## config.mk

```make
export PLATFORM = sky130hd
export DESIGN_NAME = video_register_port
export DESIGN_NICKNAME = d
export VERILOG_FILES = /design/src/rtl/core/vrp_pkg.sv /design/src/rtl/core/vrp_exec.sv /design/src/rtl/core/video_register_port.sv
export SDC_FILE = /design/constraint.sdc
export NUM_CORES = 1
export LEC_CHECK = 0
export BUFFER_PORTS_ARGS = -buffer_cell sky130_fd_sc_hd__buf_2
export CORE_MARGIN = 5
export CORE_UTILIZATION = 30
export DETAILED_ROUTE_END_ITERATION = 7
export HOLD_SLACK_MARGIN = 0.06
export PLACE_DENSITY = 0.48
export SYNTH_ARGS = -nofsm -noshare
export SYNTH_HDL_FRONTEND = slang
export SYNTH_SLANG_ARGS = --single-unit
```

## constraint.sdc

```tcl
create_clock -name clk -period 6.5 [get_ports clk]
set_input_delay 1.625 -clock clk [delete_from_list [all_inputs] [get_ports clk]]
set_output_delay 1.625 -clock clk [all_outputs]
set_load 0.03 [all_outputs]
```

## src/rtl/core/vrp_pkg.sv

```systemverilog
// Package for the video register port: request/result structs and decode codes.
// No dependencies; used by vrp_exec and video_register_port.
`timescale 1ns / 1ps

package vrp_pkg;

    // request modes
    localparam logic [1:0] MODE_READ   = 2'd0;
    localparam logic [1:0] MODE_WRITE  = 2'd1;
    localparam logic [1:0] MODE_VBLANK = 2'd2;

    // register offsets from the register base
    localparam logic [2:0] OFS_CONTROL = 3'd0;
    localparam logic [2:0] OFS_MASK    = 3'd1;
    localparam logic [2:0] OFS_STATUS  = 3'd2;
    localparam logic [2:0] OFS_OAMADDR = 3'd3;
    localparam logic [2:0] OFS_OAMDATA = 3'd4;
    localparam logic [2:0] OFS_SCROLL  = 3'd5;
    localparam logic [2:0] OFS_ADDR    = 3'd6;
    localparam logic [2:0] OFS_DATA    = 3'd7;

    // memory write targets
    localparam logic [2:0] TGT_NONE      = 3'd0;
    localparam logic [2:0] TGT_PATTERN   = 3'd1;
    localparam logic [2:0] TGT_NAMETABLE = 3'd2;
    localparam logic [2:0] TGT_PALETTE   = 3'd3;
    localparam logic [2:0] TGT_OAM       = 3'd4;

    localparam logic [7:0] STATUS_RESET  = 8'h80;
    localparam logic [5:0] PALETTE_PAGE  = 6'h3F;

    // configuration register indexes
    localparam logic [0:0] CFG_MIRROR = 1'd0;

    typedef struct packed {
        logic [1:0] mode;
        logic [2:0] reg_offset;
        logic [7:0] write_data;
    } vrp_in_t;

    typedef struct packed {
        logic [7:0]  read_data;
        logic [2:0]  write_target;
        logic [12:0] write_addr;
        logic [7:0]  write_value;
        logic        palette_low_copy;
        logic [7:0]  control_out;
        logic [7:0]  mask_out;
        logic [7:0]  scroll_x_out;
        logic [7:0]  scroll_y_out;
        logic [7:0]  held_scroll_x_out;
    } vrp_out_t;

endpackage

```

## src/rtl/core/vrp_exec.sv

```systemverilog
// Register file and request decode of the video register port.
// Holds the unit state, forms one result per request; uses vrp_pkg.
`timescale 1ns / 1ps

module vrp_exec (
    input  logic            clk,
    input  logic            rst_n,
    input  logic            step,
    input  logic            mirror_vertical,
    input  vrp_pkg::vrp_in_t  request,
    output vrp_pkg::vrp_out_t result
);

    logic [7:0]  control_reg, control_next;
    logic [7:0]  mask_reg, mask_next;
    logic [7:0]  status_reg, status_next;
    logic [7:0]  oam_pointer_reg, oam_pointer_next;
    logic [15:0] video_address_reg, video_address_next;
    logic        second_write_reg, second_write_next;
    logic [7:0]  scroll_x_reg, scroll_x_next;
    logic [7:0]  scroll_y_reg, scroll_y_next;
    logic [7:0]  held_scroll_x_reg, held_scroll_x_next;

    logic [13:0] masked_addr;
    logic        nt_select;

    assign masked_addr = video_address_reg[13:0];
    // horizontal mirroring pairs tables by bit 11, vertical by bit 10
    assign nt_select   = mirror_vertical ? masked_addr[10] : masked_addr[11];

    always_comb
    begin
        control_next       = control_reg;
        mask_next          = mask_reg;
        status_next        = status_reg;
        oam_pointer_next   = oam_pointer_reg;
        video_address_next = video_address_reg;
        second_write_next  = second_write_reg;
        scroll_x_next      = scroll_x_reg;
        scroll_y_next      = scroll_y_reg;
        held_scroll_x_next = held_scroll_x_reg;

        result.read_data        = 8'd0;
        result.write_target     = vrp_pkg::TGT_NONE;
        result.write_addr       = 13'd0;
        result.write_value      = 8'd0;
        result.palette_low_copy = 1'b0;

        case (request.mode)
            vrp_pkg::MODE_READ:
            begin
                if (request.reg_offset == vrp_pkg::OFS_STATUS)
                    result.read_data = status_reg;
            end
            vrp_pkg::MODE_WRITE:
            begin
                case (request.reg_offset)
                    vrp_pkg::OFS_CONTROL: control_next = request.write_data;
                    vrp_pkg::OFS_MASK:    mask_next = request.write_data;
                    vrp_pkg::OFS_OAMADDR: oam_pointer_next = request.write_data;
                    vrp_pkg::OFS_OAMDATA:
                    begin
                        result.write_target = vrp_pkg::TGT_OAM;
                        result.write_addr   = {5'd0, oam_pointer_reg};
                        result.write_value  = request.write_data;
                        oam_pointer_next    = oam_pointer_reg + 8'd1;
                    end
                    vrp_pkg::OFS_SCROLL:
                    begin
                        if (!second_write_reg)
                        begin
                            scroll_x_next = request.write_data;
                            if (request.write_data != 8'd0)
                                held_scroll_x_next = request.write_data;
                        end
                        else
                        begin
                            scroll_y_next = request.write_data;
                        end
                        second_write_next = ~second_write_reg;
                    end
                    vrp_pkg::OFS_ADDR:
                    begin
                        if (!second_write_reg)
                            video_address_next = {request.write_data, video_address_reg[7:0]};
                        else
                            video_address_next = {video_address_reg[15:8], request.write_data};
                        second_write_next = ~second_write_reg;
                    end
                    vrp_pkg::OFS_DATA:
                    begin
                        if (!masked_addr[13])
                        begin
                            result.write_target = vrp_pkg::TGT_PATTERN;
                            result.write_addr   = masked_addr[12:0];
                            result.write_value  = request.write_data;
                        end
                        else if (masked_addr[13:8] != vrp_pkg::PALETTE_PAGE)
                        begin
                            result.write_target = vrp_pkg::TGT_NAMETABLE;
                            result.write_addr   = {2'd0, nt_select, masked_addr[9:0]};
                            result.write_value  = request.write_data;
                        end
                        else if (masked_addr[7:5] == 3'd0)
                        begin
                            result.write_target     = vrp_pkg::TGT_PALETTE;
                            result.write_addr       = {8'd0, masked_addr[4:0]};
                            result.write_value      = request.write_data;
                            // sprite backdrop entries mirror the background ones
                            result.palette_low_copy = masked_addr[4]
                                                      & (masked_addr[1:0] == 2'd0);
                        end
                        // step across a row when control bit 2 is set
                        video_address_next = video_address_reg
                                             + (control_reg[2] ? 16'd32 : 16'd1);
                    end
                    default: ;
                endcase
            end
            vrp_pkg::MODE_VBLANK:
            begin
                status_next = {request.write_data[0], status_reg[6:0]};
            end
            default: ;
        endcase

        result.control_out       = control_next;
        result.mask_out          = mask_next;
        result.scroll_x_out      = scroll_x_next;
        result.scroll_y_out      = scroll_y_next;
        result.held_scroll_x_out = held_scroll_x_next;
    end

    always_ff @(posedge clk or negedge rst_n)
    begin
        if (!rst_n)
        begin
            control_reg       <= 8'd0;
            mask_reg          <= 8'd0;
            status_reg        <= vrp_pkg::STATUS_RESET;
            oam_pointer_reg   <= 8'd0;
            video_address_reg <= 16'd0;
            second_write_reg  <= 1'b0;
            scroll_x_reg      <= 8'd0;
            scroll_y_reg      <= 8'd0;
            held_scroll_x_reg <= 8'd0;
        end
        else if (step)
        begin
            control_reg       <= control_next;
            mask_reg          <= mask_next;
            status_reg        <= status_next;
            oam_pointer_reg   <= oam_pointer_next;
            video_address_reg <= video_address_next;
            second_write_reg  <= second_write_next;
            scroll_x_reg      <= scroll_x_next;
            scroll_y_reg      <= scroll_y_next;
            held_scroll_x_reg <= held_scroll_x_next;
        end
    end

endmodule

```

## src/rtl/core/video_register_port.sv

```systemverilog
// Top level of the video register port: request and result registers, APB port.
// Depends on vrp_pkg and vrp_exec.
`timescale 1ns / 1ps

// Usage
//   in_valid/in_stall/in_data carry one bus request (read, write or vblank
//   event at one of eight register offsets). A request is taken at a rising
//   edge with in_valid high and in_stall low.
//   out_valid/out_stall/out_data carry exactly one result per request: read
//   data, an optional memory write (pattern, nametable, palette or object
//   memory) and the register values after the request.
//   The request register holds a request, then decode and state update
//   load the result register. Throughput is one request per cycle when
//   out_stall is low, set by the single decode pass between the registers.
//   When the receiver stalls, the result holds; one more request is still
//   taken into the request register, after which in_stall rises until the
//   result is taken.
//   Reset clears both stages, all unit registers to zero, status to vblank
//   set, and selects horizontal mirroring.
//   The APB port holds mirror_vertical at byte address 0; write it only
//   while no request is in flight.

module video_register_port (
    input  logic                clk,
    input  logic                rst_n,
    input  logic                in_valid,
    output logic                in_stall,
    input  vrp_pkg::vrp_in_t    in_data,
    output logic                out_valid,
    input  logic                out_stall,
    output vrp_pkg::vrp_out_t   out_data,
    input  logic                psel,
    input  logic                penable,
    input  logic                pwrite,
    input  logic [2:0]          paddr,
    input  logic [31:0]         pwdata,
    output logic [31:0]         prdata,
    output logic                pready
);

    logic               req_valid_reg;
    vrp_pkg::vrp_in_t   req_data_reg;
    logic               res_valid_reg;
    vrp_pkg::vrp_out_t  res_data_reg;
    logic               mirror_vertical_reg;

    logic               step;
    logic               in_take;
    logic               cfg_hit;
    vrp_pkg::vrp_out_t  exec_result;

    // result slot frees when empty or being taken this edge
    assign step     = req_valid_reg & (~res_valid_reg | ~out_stall);
    // request slot is busy only when it holds a request that cannot advance
    assign in_stall = req_valid_reg & res_valid_reg & out_stall;
    assign in_take  = in_valid & ~in_stall;

    assign cfg_hit  = (paddr[2:2] == vrp_pkg::CFG_MIRROR);

    vrp_exec u_exec (
        .clk             (clk),
        .rst_n           (rst_n),
        .step            (step),
        .mirror_vertical (mirror_vertical_reg),
        .request         (req_data_reg),
        .result          (exec_result)
    );

    // request stage
    always_ff @(posedge clk or negedge rst_n)
    begin
        if (!rst_n)
            req_valid_reg <= 1'b0;
        else if (in_take)
            req_valid_reg <= 1'b1;
        else if (step)
            req_valid_reg <= 1'b0;
    end

    always_ff @(posedge clk)
    begin
        if (in_take)
            req_data_reg <= in_data;
    end

    // result stage: load on step, drop when taken
    always_ff @(posedge clk or negedge rst_n)
    begin
        if (!rst_n)
            res_valid_reg <= 1'b0;
        else if (step)
            res_valid_reg <= 1'b1;
        else if (~out_stall)
            res_valid_reg <= 1'b0;
    end

    always_ff @(posedge clk)
    begin
        if (step)
            res_data_reg <= exec_result;
    end

    assign out_valid = res_valid_reg;
    assign out_data  = res_data_reg;

    // configuration register
    always_ff @(posedge clk or negedge rst_n)
    begin
        if (!rst_n)
            mirror_vertical_reg <= 1'b0;
        else if (psel && penable && pwrite && pready && cfg_hit)
            mirror_vertical_reg <= pwdata[0];
    end

    assign pready = 1'b1;
    assign prdata = cfg_hit ? {31'd0, mirror_vertical_reg} : 32'd0;

endmodule

```

==> summary.md, run 1 <==
| Metric | Value |
|---|---|
| Logic pwr share | `0.187` |
| Fin cells | `918` |
| Post-synthesis instance total | `544` |
| Synth unique cells | `67` |
| Setup tns final | `0 ps` |
| Dpl cell area | `7380 sq um` |
| DRT iter0 DRCs | `approximately 330` |
| Clk sinks | `146` |
| DRT Wirelength | `~16000 microns` |
| Most common cell in the netlist | `edfxtp_1` |
| Post-CTS Setup Inserts | `0` |
| Antenna viol nets, final | `0` |
| Crit. End Element | `output pin` |
| Total die area | `about 26000 sq um` |
| Most area-consuming cells after synthesis | `edfxtp_1, dfrtp_1, mux2_2` |
| Sw Share | `0.303` |
| Synth warn | `0` |
| Most common library cells after synthesis | `edfxtp_1, dfrtp_1, mux2_2` |
| Synth Flop Type | `edfxtp_1` |
| Sequential fraction of the synthesis area | `0.589` |
| Insertion delay to the later sink of the worst-skew pair | `420 ps` |
| Worst Hold End | `u_exec.status_reg[7]` |
| Setup crit start kind | `input port` |
| Total of max-cap violations | `0` |
| Buffers on Ports | `90` |
| Worst min-delay path startpoint | `u_exec.status_reg[7]` |
| Row count | `between 50 and 60` |
| Placer Congestion | `0.776` |
| Boundary Pins | `163` |
| Clock network power share | `0.348` |
| Residual DRC count | `0` |
| Number of H-tree levels | `4` |
| Die Y | `161 microns` |
| Worst Tran Pin Value | `approximately 1100 ps` |
| Switching pwr | `867 uW` |
| Avg WL per Cell | `17.9 microns` |
| Total GRT Usage | `0.127` |
| Total grt overflow | `0` |
| TritonCTS clock tree | `done` |
| TritonCTS Buffers | `17` |
| Vias in the first global route | `approximately 4700` |
| Capturing point of the worst reg2reg path | `u_exec.held_scroll_x_reg[7]` |
| Relative slew slack | `0.250` |
| Overall power | `roughly 2900 uW` |
| R2r startpoint | `out_valid` |
| Clock period minus worst slack | `3710 ps` |
| Chip width | `between 150 and 200 microns` |
| FMAX | `roughly 270 MHz` |
| Worst Path Arrival | `2080 ps` |
| Worst VDD drop | `0.185 mV` |
| CTS clk-pin slew, worst paths | `50 ps` |
| Antenna Diode Count | `0` |
| Lkg Pwr | `0.00338 uW` |
| RSZ-0062 raised after global routing | `no` |
| Required time worst endpoint | `roughly 4900 ps` |
| Number of flip-flops in the largest register | `66` |
| Hold buffer count at CTS | `0` |
| Post-synth EDFFs | `79` |
| Pint | `around 2000 uW` |
| HPWL Detailed | `11000 microns` |
| Pwr Density | `359 nW/um^2` |
| Area leader, netlist | `edfxtp_1` |
| Setup Viol. Count Final | `0` |
| Resized Gates After CTS | `0` |
| Outcome | `completed` |
| Sequential cell fraction of total power | `0.465` |
| Yosys reg bits | `146` |
| Vias per Instance | `roughly 5` |
| Synth async-reset ratio | `0.459` |
| Worst setup path startpoint | `out_stall` |
| Layout Area Growth over Synthesis | `16.0%` |
| CORE AREA | `22600 sq um` |
| Crit share post-route | `0.570` |
| Vias | `~4500` |
| Placed cells | `886` |
| CP max FO | `3` |
| Layout cells sized above 1 | `0.305` |
| Post-route cell area | `roughly 8000 sq um` |
| Max Buffers Root-to-Sink | `2` |
| Final hold vios | `0` |
| Setup WS post-layout | `2790 ps` |
| Hold Crit Depth | `2` |
| Mean Syn Cell Area | `12.6 sq um` |
| DRT Pass-1 Iters | `5` |
| Pre-CTS WS | `~2700 ps` |
| Initial antenna violation count | `0` |
| Synth Cell Area | `6880 sq um` |
| NumNets Final | `around 680` |
| CTS Root Cell | `clkbuf_16` |
| Hold WC Path Type | `reg2reg` |
| Largest net degree at the start of global routing | `68` |
| Setup CP Type | `in2out` |
| R2r setup slk | `4070 ps` |
| Initial Util | `0.304` |
| Reg2reg path depth | `5` |
| Post-synth top area share | `0.345` |
| Clk_skew | `~9 ps` |
| Pins Over Slew Limit | `0` |
| First-pass GRT wire length | `26000 microns` |
## cell families after synthesis
logic type,share of synthesized area
compound gates,0.114
xor+xnor,0.00127
fa+ha+maj,0.00728
buf+inv,0.0762
flops,0.589
mux,0.0917
other cells,0.00109
simple gates,0.119
## power groups by stage
stage                     registers, uW  logic, uW  clock network (uW)
after floorplan                    1370        365                   0
after global placement             1340        528                   0
after detailed placement           1350        541                   0
after CTS                          1330        544                1020
after global routing               1360        589                1050
final                              1330        535                 996
## metrics by stage
step / util / hold WS (ps)
2_1_floorplan: - / 441
3_3_place_gp: 0.326 / 453
3_5_place_dp: 0.326 / 471
4_1_cts: 0.352 / 479
5_1_grt: 0.352 / 501
6_report: 0.352 / 474
## area by class of cell
cell class / count / area (sq um)
inverter: 11 / 42.5
multi-input combinational: 351 / 2450
timing repair buffer: 93 / 473
clock inverter: 13 / 160
clock buffer: 19 / 443
tap: 285 / 357
sequential: 146 / 4050
fill: 2208 / 14700
## how the worst max path moves through the flow
| stage | to | slack, ps | cells after the start |
|---|---|---|---|
| floorplan | prdata[0] | 2820 | 1 |
| global placement | u_exec.held_scroll_x_reg[7] | 2760 | 6 |
| detailed placement | u_exec.held_scroll_x_reg[7] | 2700 | 6 |
| CTS | in_stall | 2790 | 4 |
| global route | in_stall | 2740 | 4 |
| finish | in_stall | 2790 | 4 |
## critical path: stages
cell	delay, ps
buf_2	100
nand3_1	100
inv_1	70
buf_2	180
## routing by layer
metal,up-vias,wire length [microns],GRT usage
li1,2111,-,-
met1,2271,7210,0.167
met2,143,7920,0.204
met3,22,1040,0.0357
met4,0,267,0.0407
met5,-,0,0
## cells in the final DEF, fill, tap and decap left out, drive strengths merged, types with 3 or more instances in the layout
cell      instances
a21o              3
a21oi            11
a22o             15
a2bb2oi           4
a311oi            3
a31oi            10
a32o              9
and2             12
and3             10
buf              93
bufinv            3
clkbuf           19
clkinv            6
clkinvlp          4
conb             39
dfrtp            66
edfxtp           79
ha                4
inv              11
mux2             53
mux2i             3
nand2            34
nand2b            4
nand3            25
nand3b            3
nand4             7
nor2             16
nor2b             4
nor3              7
o211ai            4
o21ai            32
o22ai             4
No activity file was read; power rests on OpenSTA's default activity.
==> run 2: changes to the inputs <==
==> constraint.sdc (replaced) <==
create_clock -name clk -period 3.5 [get_ports clk]
set_input_delay 0.875 -clock clk [delete_from_list [all_inputs] [get_ports clk]]
set_output_delay 0.875 -clock clk [all_outputs]
set_load 0.03 [all_outputs]
==> summary.md, run 2 (same netlist as run 1, synthesis figures left out) <==
| Metric | Value |
|---|---|
| FMAX | `around 410 MHz` |
| Chip width | `approximately 160 microns` |
| Setup crit start kind | `register` |
| Clock period minus worst slack | `2460 ps` |
| Die Y | `between 150 and 200 microns` |
| DRT Pass-1 Iters | `4` |
| First-pass GRT wire length | `between 20000 and 30000 microns` |
| Relative slew slack | `0.442` |
| TritonCTS clock tree | `done` |
| Vias | `4564` |
| Post-CTS Setup Inserts | `0` |
| Boundary Pins | `roughly 160` |
| Total of max-cap violations | `0` |
| Avg WL per Cell | `18.0 microns` |
| Setup WS post-layout | `1040 ps` |
| NumNets Final | `684` |
| CTS clk-pin slew, worst paths | `roughly 60 ps` |
| Logic pwr share | `0.188` |
| Antenna Diode Count | `0` |
| Sw Share | `0.300` |
| Switching pwr | `1590 uW` |
| Clk sinks | `around 150` |
| Commonest non-fill, non-tap cell in the layout | `buf_2` |
| DRT Wirelength | `approximately 17000 microns` |
| Vias in the first global route | `4640` |
| Layout cells sized above 1 | `0.307` |
| CP max FO | `16` |
| Number of H-tree levels | `4` |
| Worst VDD drop | `0.291 mV` |
| DRT iter0 DRCs | `approximately 320` |
| Worst setup path startpoint | `req_data_reg[8]` |
| Residual DRC count | `0` |
| Outcome | `completed` |
| Clk_skew | `8.11 ps` |
| Pins Over Slew Limit | `0` |
| Pint | `3700 uW` |
| Antenna viol nets, final | `0` |
| Required time worst endpoint | `3660 ps` |
| Post-route cell area | `8010 sq um` |
| Sequential cell fraction of total power | `0.469` |
| Resized Gates After CTS | `0` |
| Largest net degree at the start of global routing | `37` |
| Initial antenna violation count | `0` |
| CTS Root Cell | `clkbuf_16` |
| Most frequent cells in the layout | `buf_2, edfxtp_1, dfrtp_1` |
| Worst Tran Pin Value | `between 800 and 900 ps` |
| HPWL Detailed | `11400 microns` |
| Hold WC Path Type | `reg2reg` |
| Crit share post-route | `0.702` |
| Hold buffer count at CTS | `0` |
| RSZ-0062 raised after global routing | `no` |
| Lkg Pwr | `0.00341 uW` |
| Buffers on Ports | `90` |
| Setup tns final | `0 ps` |
| Number of flip-flops in the largest register | `66` |
| Clock network power share | `0.343` |
| Setup Viol. Count Final | `0` |
| Layout Area Growth over Synthesis | `16.5%` |
| Placer Congestion | `0.792` |
| Pwr Density | `about 660 nW/um^2` |
| Crit. End Element | `register` |
| Setup CP Type | `reg2reg` |
| Pre-CTS WS | `around 790 ps` |
| Total grt overflow | `0` |
| Row count | `55` |
| CORE AREA | `22600 sq um` |
| Total GRT Usage | `0.128` |
| Final hold vios | `0` |
| Vias per Instance | `4.94` |
| TritonCTS Buffers | `17` |
| Worst min-delay path startpoint | `req_valid_reg` |
| Dpl cell area | `between 7000 and 8000 sq um` |
| Max Buffers Root-to-Sink | `2` |
| R2r startpoint | `req_data_reg[8]` |
| Worst Path Arrival | `2610 ps` |
| Insertion delay to the later sink of the worst-skew pair | `410 ps` |
| Total die area | `between 20000 and 30000 sq um` |
| Initial Util | `0.304` |
| Worst hold margin | `approximately 480 ps` |
==> run 2: path summary, 6_finish.rpt <==
path / to / slack (ps) / cells past startpoint
max in group asynchronous: u_exec.status_reg[7] / 2160 / 2
setup reg to reg: out_data[6] / 1040 / 5
hold / removal: out_valid / 480 / 1
min in group asynchronous: u_exec.control_reg[6] / 550 / 1
hold reg to reg: out_valid / 480 / 1
setup / recovery: out_data[6] / 1040 / 5
==> run 2: power by group through the flow <==
| stage | sequential [uW] | clock, uW | combinational, uW |
|---|---|---|---|
| after floorplan | 2550 | 0 | 677 |
| after global placement | 2500 | 0 | 980 |
| after detailed placement | 2510 | 0 | 1010 |
| after CTS | 2480 | 1860 | 1010 |
| after global routing | 2530 | 1930 | 1090 |
| final | 2480 | 1810 | 994 |
==> run 2: layer usage <==
| metal | GRT usage | part of all wire |
|---|---|---|
| met1 | 0.173 | 0.46 |
| met2 | 0.203 | 0.48 |
| met3 | 0.0370 | 0.054 |
| met4 | 0.0341 | 0.013 |
| met5 | 0 | 0 |
==> run 2: stage by stage <==
stage          power, uW  utilization  cells
4_1_cts             5340        0.354    923
3_3_place_gp        3480        0.328    891
2_1_floorplan       3230            -    581
3_5_place_dp        3520        0.328    891
5_1_grt             5560        0.354    923
6_report            5290        0.354    923
==> run 2: critical path, cell delays in order (launching register included) <==
cell and delay, ps:
edfxtp_1 570, nor2b_4 290, nor3b_4 610, buf_4 340, nand2_2 150, a22o_1 230
==> run 2: area by class of cell <==
cell class / instances / area, sq um
Fill cell: 2224 / 14600
Sequential cell: 146 / 4050
Multi-Input combinational cell: 351 / 2450
Timing Repair Buffer: 98 / 523
Clock buffer: 20 / 447
Tap cell: 285 / 357
Clock inverter: 12 / 139
Inverter: 11 / 42.5
==> run 3: changes to the inputs <==
==> constraint.sdc (replaced) <==
create_clock -name clk -period 2.4 [get_ports clk]
set_input_delay 0.6 -clock clk [delete_from_list [all_inputs] [get_ports clk]]
set_output_delay 0.6 -clock clk [all_outputs]
set_load 0.03 [all_outputs]
==> summary.md, run 3 (same netlist as run 1, synthesis figures left out) <==
| Metric | Value |
|---|---|
| Outcome | `completed` |
| CTS Root Cell | `clkbuf_16` |
| Largest net degree at the start of global routing | `68` |
| Crit. End Element | `register` |
| Number of flip-flops in the largest register | `66` |
| Lkg Pwr | `0.00347 uW` |
| Row count | `55` |
| FMAX | `496 MHz` |
| Initial Util | `0.304` |
| Chip width | `161 microns` |
| Setup WS post-layout | `roughly 380 ps` |
| Setup CP Type | `reg2reg` |
| Pwr Density | `946 nW/um^2` |
| Dpl cell area | `about 7500 sq um` |
| Vias | `~4600` |
| Clk sinks | `146` |
| Pins Over Slew Limit | `0` |
| Clock period minus worst slack | `2020 ps` |
| Worst hold margin | `about 210 ps` |
| DRT iter0 DRCs | `280` |
| TritonCTS clock tree | `done` |
| Boundary Pins | `163` |
| Crit share post-route | `0.841` |
| Placer Congestion | `~0.79` |
| RSZ-0062 raised after global routing | `no` |
| Final hold vios | `0` |
| Total GRT Usage | `0.129` |
| Placed cells | `a little over 900` |
| Residual DRC count | `0` |
| DRT Wirelength | `16500 microns` |
| DRT Pass-1 Iters | `4` |
| Antenna Diode Count | `0` |
| Vias per Instance | `4.90` |
| Clk_skew | `7.69 ps` |
| Total grt overflow | `0` |
| Worst-path cell chain | `nand3b_4, or2_1, a21oi_1, a22o_1` |
| Pre-CTS WS | `298 ps` |
| Fin cells | `937` |
| Number of H-tree levels | `4` |
| Post-CTS Setup Inserts | `0` |
| Initial antenna violation count | `0` |
| Commonest non-fill, non-tap cell in the layout | `buf_2` |
| Resized Gates After CTS | `0` |
| Avg WL per Cell | `17.6 microns` |
| CORE AREA | `22600 sq um` |
| Setup crit start kind | `register` |
| Vias in the first global route | `approximately 4700` |
| TritonCTS Buffers | `17` |
| CTS clk-pin slew, worst paths | `about 60 ps` |
| First-pass GRT wire length | `around 26000 microns` |
| Setup tns final | `0 ps` |
| Layout Area Growth over Synthesis | `18.1%` |
| Insertion delay to the later sink of the worst-skew pair | `420 ps` |
| Most frequent cells in the layout | `buf_2, edfxtp_1, dfrtp_1` |
| Required time worst endpoint | `2680 ps` |
| Slowest cell delay on critical path | `around 600 ps` |
| Antenna viol nets, final | `0` |
| Worst Path Arrival | `2290 ps` |
| Post-route cell area | `8120 sq um` |
| Relative slew slack | `0.544` |
| Total of max-cap violations | `0` |
| HPWL Detailed | `11500 microns` |
| Die Y | `161 microns` |
| Hold buffer count at CTS | `0` |
| Buffers on Ports | `90` |
| Worst path slowest cell | `edfxtp_1` |
| Layout cells sized above 1 | `0.317` |
| Hold WC Path Type | `in2async` |
| Worst VDD drop | `0.512 mV` |
| Total die area | `26100 sq um` |
| Max Buffers Root-to-Sink | `2` |
| Worst Tran Pin Value | `684 ps` |
| Setup Viol. Count Final | `0` |
| NumNets Final | `698` |
| CP max FO | `10` |
[run 3: cell type report]
type,instances,area (sq um)
clock buffers,20,437
clock inverters,12,140
fillers,2191,14500
inverters,11,42.5
multi-input cells,351,2450
flip-flops and latches,146,4050
well taps,285,357
repair buffers,112,641
[run 3: power by group]
group / internal [uW] / total [uW] / switching (uW)
registers: 3180 / 3570 / 394
clock network: 1620 / 2590 / 972
logic: 595 / 1520 / 924
[run 3: through the flow]
step | power (uW) | util
2_1_floorplan | 4710 | -
3_3_place_gp | 5090 | 0.333
3_5_place_dp | 5140 | 0.333
4_1_cts | 7770 | 0.359
5_1_grt | 8090 | 0.359
6_report | 7680 | 0.359
[run 3: worst max-delay path, delay by kind of cell, from the launching register on]
kind / cells / cell delay [ps]
compound gates: 2 / 770
flops: 1 / 600
simple gates: 2 / 510
[run 3: worst paths after layout]
path | start | to | slack (ps) | depth (start not counted)
max in group asynchronous | rst_n | u_exec.status_reg[7] | 1860 | 2
max reg2reg | req_data_reg[11] | out_data[53] | 380 | 4
min | rst_n | u_exec.control_reg[3] | 210 | 2
min in group clk | in_data[1] | req_data_reg[1] | 360 | 1
max | req_data_reg[11] | out_data[53] | 380 | 4
min reg2reg | req_valid_reg | out_valid | 470 | 1
[run 3: per-layer routing]
metal | global-route usage | up-vias | wire [microns]
li1 | - | 2146 | -
met1 | 0.174 | 2257 | 7450
met2 | 0.199 | 165 | 7680
met3 | 0.0413 | 19 | 1160
met4 | 0.0368 | 0 | 255
met5 | 0 | - | 0
